===== src/rtl/core/msr_pkg.sv =====
// ----------------------------------------------------------------------------
// msr_pkg
// Shared constants and types for the minimal standard random range block.
// ----------------------------------------------------------------------------
package msr_pkg;

  localparam int unsigned VAL_W     = 31;
  localparam int unsigned MULT_W    = 15;
  localparam int unsigned PROD_W    = VAL_W + MULT_W;
  localparam int unsigned DIV_STEPS = VAL_W;
  localparam int unsigned CNT_W     = $clog2(DIV_STEPS);

  localparam logic [MULT_W-1:0] MS_MULT    = 15'd16807;
  localparam logic [VAL_W-1:0]  MS_MODULUS = 31'h7FFF_FFFF;

  typedef struct packed {
    logic [VAL_W-1:0] seed;
    logic [VAL_W-1:0] limit;
  } job_t;

endpackage


===== src/rtl/core/minimal_standard_random_mod_n.sv =====
// ----------------------------------------------------------------------------
// minimal_standard_random_mod_n
// Minimal standard generator reduced to a caller-given range.
// ----------------------------------------------------------------------------
// Usage:
//   Input queue: drive range_limit (n >= 1) with push; a request is taken
//   when push is high and full is low. Each request advances the 31-bit
//   seed (seed * 16807 mod 2^31-1) and yields one random_value in 0..n-1.
//   Output queue: random_value is valid while empty is low; pop takes it.
//   Path from request to result: the product is registered at the accepting
//   edge, then folded into the job queue, dequeued into the divider, taken
//   through 31 divider steps and loaded into the output register.
//   The restoring divider produces one quotient bit per cycle and works on
//   one job at a time; the front takes no new request until the last one is
//   folded into its two-entry job queue, and waits while that queue is full.
//   Reset: rst (synchronous) sets the seed to 1 and empties all queues.
//   Stall: a held result stops the divider after its current job; the job
//   queue then fills and full is raised. Nothing is dropped.
// ----------------------------------------------------------------------------
module minimal_standard_random_mod_n (
  input  logic                      clk,
  input  logic                      rst,
  input  logic                      push,
  output logic                      full,
  input  logic [msr_pkg::VAL_W-1:0] range_limit,
  output logic                      empty,
  input  logic                      pop,
  output logic [msr_pkg::VAL_W-1:0] random_value
);
  import msr_pkg::*;

  logic job_valid;
  job_t job_in;
  job_t job_out;
  logic q_full;
  logic q_empty;
  logic take;

  msr_front u_front (
    .clk         (clk),
    .rst         (rst),
    .push        (push),
    .full        (full),
    .range_limit (range_limit),
    .job_valid   (job_valid),
    .job         (job_in),
    .q_full      (q_full)
  );

  msr_queue u_queue (
    .clk     (clk),
    .rst     (rst),
    .wr      (job_valid),
    .wr_job  (job_in),
    .q_full  (q_full),
    .rd      (take),
    .rd_job  (job_out),
    .q_empty (q_empty)
  );

  msr_back u_back (
    .clk          (clk),
    .rst          (rst),
    .q_empty      (q_empty),
    .job          (job_out),
    .take         (take),
    .empty        (empty),
    .pop          (pop),
    .random_value (random_value)
  );

endmodule


===== src/rtl/core/msr_front.sv =====
// ----------------------------------------------------------------------------
// msr_front
// Takes requests, advances the seed (multiply, then fold modulo 2^31-1)
// and hands the new seed with its limit to the job queue.
// ----------------------------------------------------------------------------
module msr_front (
  input  logic                     clk,
  input  logic                     rst,
  input  logic                     push,
  output logic                     full,
  input  logic [msr_pkg::VAL_W-1:0] range_limit,
  output logic                     job_valid,
  output msr_pkg::job_t            job,
  input  logic                     q_full
);
  import msr_pkg::*;

  localparam logic ST_IDLE = 1'b0;
  localparam logic ST_FOLD = 1'b1;

  logic              state;
  logic [VAL_W-1:0]  seed;
  logic [VAL_W-1:0]  seed_in;
  logic [VAL_W-1:0]  limit;
  logic [PROD_W-1:0] prod;
  logic [VAL_W:0]    fold_sum;
  logic [VAL_W-1:0]  fold;

  assign seed_in  = (seed == '0) ? VAL_W'(1) : seed;
  assign fold_sum = {1'b0, prod[VAL_W-1:0]} + (VAL_W+1)'(prod[PROD_W-1:VAL_W]);
  assign fold     = (fold_sum >= {1'b0, MS_MODULUS}) ?
                    VAL_W'(fold_sum - {1'b0, MS_MODULUS}) : fold_sum[VAL_W-1:0];

  assign full      = (state != ST_IDLE);
  assign job_valid = (state == ST_FOLD);
  assign job.seed  = fold;
  assign job.limit = limit;

  always_ff @(posedge clk) begin
    if (rst) begin
      state <= ST_IDLE;
      seed  <= VAL_W'(1);
    end else begin
      unique case (state)
        ST_IDLE: begin
          if (push) begin
            prod  <= PROD_W'(seed_in) * PROD_W'(MS_MULT);
            limit <= range_limit;
            state <= ST_FOLD;
          end
        end
        ST_FOLD: begin
          if (!q_full) begin
            seed  <= fold;
            state <= ST_IDLE;
          end
        end
        default: state <= ST_IDLE;
      endcase
    end
  end

  a_seed_nonzero: assert property (@(posedge clk) disable iff (rst)
    seed != '0 && seed != MS_MODULUS)
    else $error("seed left the generator's orbit");

  a_fold_reduced: assert property (@(posedge clk) disable iff (rst)
    state == ST_FOLD |-> fold < MS_MODULUS && fold != '0)
    else $error("fold not fully reduced");

endmodule


===== src/rtl/core/msr_queue.sv =====
// ----------------------------------------------------------------------------
// msr_queue
// Two-entry job queue between front and back.
// ----------------------------------------------------------------------------
module msr_queue (
  input  logic          clk,
  input  logic          rst,
  input  logic          wr,
  input  msr_pkg::job_t wr_job,
  output logic          q_full,
  input  logic          rd,
  output msr_pkg::job_t rd_job,
  output logic          q_empty
);
  import msr_pkg::*;

  job_t       mem [2];
  logic       wr_ptr;
  logic       rd_ptr;
  logic [1:0] count;
  logic       do_wr;
  logic       do_rd;

  assign q_full  = (count == 2'd2);
  assign q_empty = (count == 2'd0);
  assign do_wr   = wr && !q_full;
  assign do_rd   = rd && !q_empty;
  assign rd_job  = mem[rd_ptr];

  always_ff @(posedge clk) begin
    if (do_wr) begin
      mem[wr_ptr] <= wr_job;
    end
  end

  always_ff @(posedge clk) begin
    if (rst) begin
      wr_ptr <= 1'b0;
      rd_ptr <= 1'b0;
      count  <= 2'd0;
    end else begin
      if (do_wr) wr_ptr <= !wr_ptr;
      if (do_rd) rd_ptr <= !rd_ptr;
      count <= count + 2'(do_wr) - 2'(do_rd);
    end
  end

  a_count_bound: assert property (@(posedge clk) disable iff (rst)
    count <= 2'd2 && (count == 2'd1) == (wr_ptr != rd_ptr))
    else $error("queue pointers and count disagree");

endmodule


===== src/rtl/core/msr_back.sv =====
// ----------------------------------------------------------------------------
// msr_back
// Restoring divider, one quotient bit per cycle; the remainder goes to a
// one-deep output register.
// ----------------------------------------------------------------------------
module msr_back (
  input  logic                      clk,
  input  logic                      rst,
  input  logic                      q_empty,
  input  msr_pkg::job_t             job,
  output logic                      take,
  output logic                      empty,
  input  logic                      pop,
  output logic [msr_pkg::VAL_W-1:0] random_value
);
  import msr_pkg::*;

  localparam logic [1:0] ST_IDLE = 2'd0;
  localparam logic [1:0] ST_RUN  = 2'd1;
  localparam logic [1:0] ST_DONE = 2'd2;

  logic [1:0]       state;
  logic [VAL_W:0]   rem;
  logic [VAL_W-1:0] quo;
  logic [VAL_W-1:0] div;
  logic [CNT_W-1:0] cnt;
  logic             out_valid;
  logic [VAL_W:0]   rem_sh;
  logic             ge;
  logic             load_out;

  assign take     = (state == ST_IDLE) && !q_empty;
  assign rem_sh   = {rem[VAL_W-1:0], quo[VAL_W-1]};
  assign ge       = rem_sh >= {1'b0, div};
  assign load_out = (state == ST_DONE) && (!out_valid || pop);
  assign empty    = !out_valid;

  always_ff @(posedge clk) begin
    if (rst) begin
      state     <= ST_IDLE;
      out_valid <= 1'b0;
    end else begin
      if (load_out) begin
        out_valid    <= 1'b1;
        random_value <= rem[VAL_W-1:0];
      end else if (pop) begin
        out_valid <= 1'b0;
      end
      unique case (state)
        ST_IDLE: begin
          if (!q_empty) begin
            rem   <= '0;
            quo   <= job.seed;
            div   <= job.limit;
            cnt   <= '0;
            state <= ST_RUN;
          end
        end
        ST_RUN: begin
          rem <= ge ? rem_sh - {1'b0, div} : rem_sh;
          quo <= {quo[VAL_W-2:0], 1'b0};
          cnt <= cnt + CNT_W'(1);
          if (cnt == CNT_W'(DIV_STEPS - 1)) state <= ST_DONE;
        end
        ST_DONE: begin
          if (load_out) state <= ST_IDLE;
        end
        default: state <= ST_IDLE;
      endcase
    end
  end

  a_rem_below_div: assert property (@(posedge clk) disable iff (rst)
    state == ST_DONE && div != '0 |-> rem < {1'b0, div})
    else $error("remainder not below limit");

  a_run_count: assert property (@(posedge clk) disable iff (rst)
    state == ST_RUN |-> cnt <= CNT_W'(DIV_STEPS - 1))
    else $error("divider step count overran");

endmodule


===== config.mk =====
export PLATFORM = sky130hd
export DESIGN_NAME = minimal_standard_random_mod_n
export DESIGN_NICKNAME = d
export VERILOG_FILES = /design/src/rtl/core/msr_pkg.sv /design/src/rtl/core/minimal_standard_random_mod_n.sv /design/src/rtl/core/msr_front.sv /design/src/rtl/core/msr_queue.sv /design/src/rtl/core/msr_back.sv
export SDC_FILE = /design/constraint.sdc
export NUM_CORES = 1
export LEC_CHECK = 0
export BUFFER_PORTS_ARGS = -buffer_cell sky130_fd_sc_hd__buf_2
export CORE_ASPECT_RATIO = 1.75
export CORE_MARGIN = 2
export CORE_UTILIZATION = 50
export CTS_BUF_LIST = sky130_fd_sc_hd__clkbuf_16
export CTS_CLUSTER_SIZE = 30
export DETAILED_ROUTE_END_ITERATION = 10
export GPL_TIMING_DRIVEN = 0
export PLACE_DENSITY_LB_ADDON = 0.2
export SYNTH_ARGS = -nofsm -noshare
export SYNTH_HDL_FRONTEND = slang
export SYNTH_SLANG_ARGS = --single-unit

===== constraint.sdc =====
create_clock -name clk -period 10.7 [get_ports clk]
set_input_delay 0.535 -clock clk [delete_from_list [all_inputs] [get_ports clk]]
set_output_delay 0.535 -clock clk [all_outputs]
set_load 0.02 [all_outputs]

==> impl_metrics.ini <==
[layout]
n_antenna_cell = 0
syn2layout_area_growth_pct = 9.60
drive_gt1_share_pct = 9.15
nets = 2796

[yosys]
synthCells = 2294
synth_top_area_cell = edfxtp_1
syn_area_sq_mm = 0.0249
ys.flop_type = edfxtp_1
synth.area.top_cells = edfxtp_1 40%, ha_1 12%, fa_1 8.9%
yosysUniqueCellTypes = 90
yosysSeqAreaShare_pct = 43.0
synth-seq-cells = 370
ys_warn_count = 0
synth_top_area_share_pct = 39.8
synth_fp_nets = 2676
avgSynthCellArea_sq_um = 10.9
synth_edf_count = 330
async_reset_ff_share_pct = 0

[setup_path]
cp_num_cells = 24
critPathKind = reg2reg
r2r-start = u_front.seed[14]$_SDFFE_PP0P_
cp_max_fo = 7
end_kind = flip-flop
cpLargestDelayFamily = compound AO/OA/AOI/OAI gates
cp.required_ns = 10.97
worstPathArrival_ns = 8.46
ff2ff_path_depth = 24
critical_path_buf_inv_count = 5
path_cells = clkbuf_1 > nor4_1 > nand4_1 > o21bai_1 > ha_1 > ha_1 > inv_1 > fa_1 > inv_1 > ha_1 > fa_1 > inv_1 > fa_1 > inv_1 > ha_1 > nand4_1 > a21oi_1 > o31ai_1 > a31oi_1 > o41ai_1 > o21bai_1 > a21o_1 > a21oi_1 > xnor2_1
worstSetupStartpoint = u_front.seed[14]$_SDFFE_PP0P_
cpPeakStageDelay_ns = 1.11
crit_path_start_kind = flip-flop
crit_slowest_cell = o41ai_1

[floorplanning]
std_cell_rows = 108
core_sq_mm = 0.0495
start_util_pct = 50.4
die_h_microns = 299
boundaryPins = 68
die_x_microns = 173
die_area_sq_mm = 0.0517

[global_routing]
grt_pass1_wl_microns = 97600
grt_pass1_vias = 18118
gr-total-overflow = 0
gr-usage-all-layers_pct = 24.6
grt_start_max_net_pins = 33
antenna_found_initial = 2

[cts]
cts_buffers = 31
clkLatencyLatePin_ns = 0.58
postCtsSetupBuffers = 0
ctsResizeCount = 0
clock_path_buffers = 3
htreeDepth = 1
root_buffer = clkbuf_16
ctsHoldBuffers = 0
cts_tree = done
clkTransAtPathRegs_ns = 0.07
cts_sinks = 370

[power_and_ir_drop]
power.leakage_nw = 11.7
vdd_ir_drop_max_uv = 220
finalPower_mw = 8.83
power.density_mw_per_mm2 = 323

[detailed_routing]
drt-vias-per-instance = 5.57
vias = 17257
wl_per_cell_microns = 20.5
drt_iter0_drc = 1039
dr.pass1.iters = 6
drc = 0
final_antenna_net_count = 0
wl_microns = 63400

[sta]
finalCritPeriodShare_pct = 76.5
drv_slew = 0
rsz0062_at_grt = false
setup_viol = 0
fmax_mhz = 122
fin_crit_ns = 8.19
finalHoldViolations = 0
setup_tns_ns = 0
worst_clock_skew_ns = 0.0224
relSlewSlack_pct = 13.1
tightest_slew_ns = 1.29

[worst_hold_path]
min_path_type = in2reg
worstHoldStart = range_limit[27]
hold_depth = 1

[placement]
numPortBuffers = 67
gp_congestion = 0.985
dp_hpwl_microns = 52300

[flow_run]
maxCapViolations = 0

[run_status]
outcome = completed
==> where the power goes <==
part	internal (mW)	leakage [nW]	switching, mW	total (mW)
Sequential	2.15	3.39	0.183	2.33
Clock	0.556	0.476	0.511	1.07
Combinational	2.09	7.88	3.34	5.43
==> area by class of cell <==
type                    instances  area (sq um)
multi-input cells            1476         12500
repair buffers                 87           586
well taps                     660           826
clock inverters                26           173
plain buffers                 115           474
fillers                      4343         22100
inverters                     333          1250
clock buffers                  31           776
flip-flops and latches        370         10700
==> state kept, by name (all words and copies together), names as in the netlist, 2 cells and up, named ones only <==
signal and flops:
u_queue.count 2, u_back.cnt 5, u_back.quo 31, u_queue.mem 124, u_front.seed 31, u_back.state 2
u_back.rem 31, u_front.prod 46, u_front.limit 31, u_back.div 31, u_back.random_value 31
==> synth_stat cells (all sizes together), types with 40 or more instances <==
cell type and instances:
a21oi 133, nand2 113, edfxtp 330, fa 111, dfxtp 40, xor2 59, a21o 43, ha 236
o21ai 108, clkbuf 94, xnor2 69, nor2 114, nand3 64, inv 333
==> through the flow <==
stage | std cells | worst slack (ns) | util, % | hold slack [ns] | cell area [sq um]
final | 3098 | 2.51 | 55.2 | 0.129 | 27300
after global routing | 3098 | 2.27 | 55.2 | 0.111 | 27300
after CTS | 3098 | 2.50 | 55.2 | 0.101 | 27300
after detailed placement | 3041 | 2.53 | 53.3 | 0.436 | 26400
after global placement | 3021 | -0.512 | 52.7 | 0.427 | 26100
after floorplan | 2294 | 3.50 | - | 0.421 | 24900
==> routing by layer <==
metal	vias up	track usage [%]	share of wire (%)
met5	-	0	0
met4	0	18.4	8.7
met3	202	1.83	2.8
met2	477	49.6	56
met1	8335	22.7	32
li1	8243	-	-
==> cells in the final DEF, fill, tap and decap left out, types with 6 or more instances in the layout <==
| cell type | instances |
|---|---|
| buf_1 | 8 |
| o31ai_1 | 9 |
| nor2b_1 | 18 |
| or2_2 | 7 |
| dfxtp_1 | 40 |
| clkbuf_16 | 31 |
| clkinv_1 | 6 |
| nand3_1 | 64 |
| ha_1 | 236 |
| nand2_1 | 113 |
| a21oi_4 | 6 |
| o21bai_1 | 10 |
| a21o_1 | 43 |
| edfxtp_1 | 330 |
| inv_1 | 339 |
| a31oi_1 | 6 |
| o211a_1 | 9 |
| o211ai_1 | 10 |
| nor4_1 | 18 |
| xor2_1 | 54 |
| nor3_1 | 33 |
| mux2i_1 | 31 |
| o21a_1 | 8 |
| buf_6 | 13 |
| mux2_2 | 33 |
| and3_1 | 19 |
| a2111oi_0 | 6 |
| nand4_1 | 18 |
| a211o_1 | 7 |
| a21oi_1 | 127 |
| buf_2 | 78 |
| or3_1 | 16 |
| nand2b_1 | 17 |
| and2_1 | 33 |
| clkbuf_1 | 92 |
| xnor2_1 | 68 |
| o21ai_0 | 104 |
| fa_1 | 111 |
| a211oi_1 | 20 |
| nor2_1 | 112 |
==> kinds of logic (layout without fill, tap and decap cells) <==
family                     after synthesis  in the layout  synth area share (%)
muxes                                   64             64                  2.74
and+or+nand+nor                        497            497                  9.95
adders and majority gates              348            348                  20.8
xor gates and xnor gates               128            128                  4.68
DFF                                    370            370                  43.0
AOI/OAI and AO/OA                      439            439                  11.9
buffers and inverters                  448            592                  6.92
==> path summary, 6_finish.rpt <==
kind                                   to  slack (ns)
max            u_front.prod[32]$_DFFE_PP_        2.51
min           u_front.limit[27]$_DFFE_PP_        0.13
max reg2reg    u_front.prod[32]$_DFFE_PP_        2.51
min reg2reg  u_queue.mem[1][11]$_DFFE_PP_        0.45
Power figures use the tool's default switching activity.
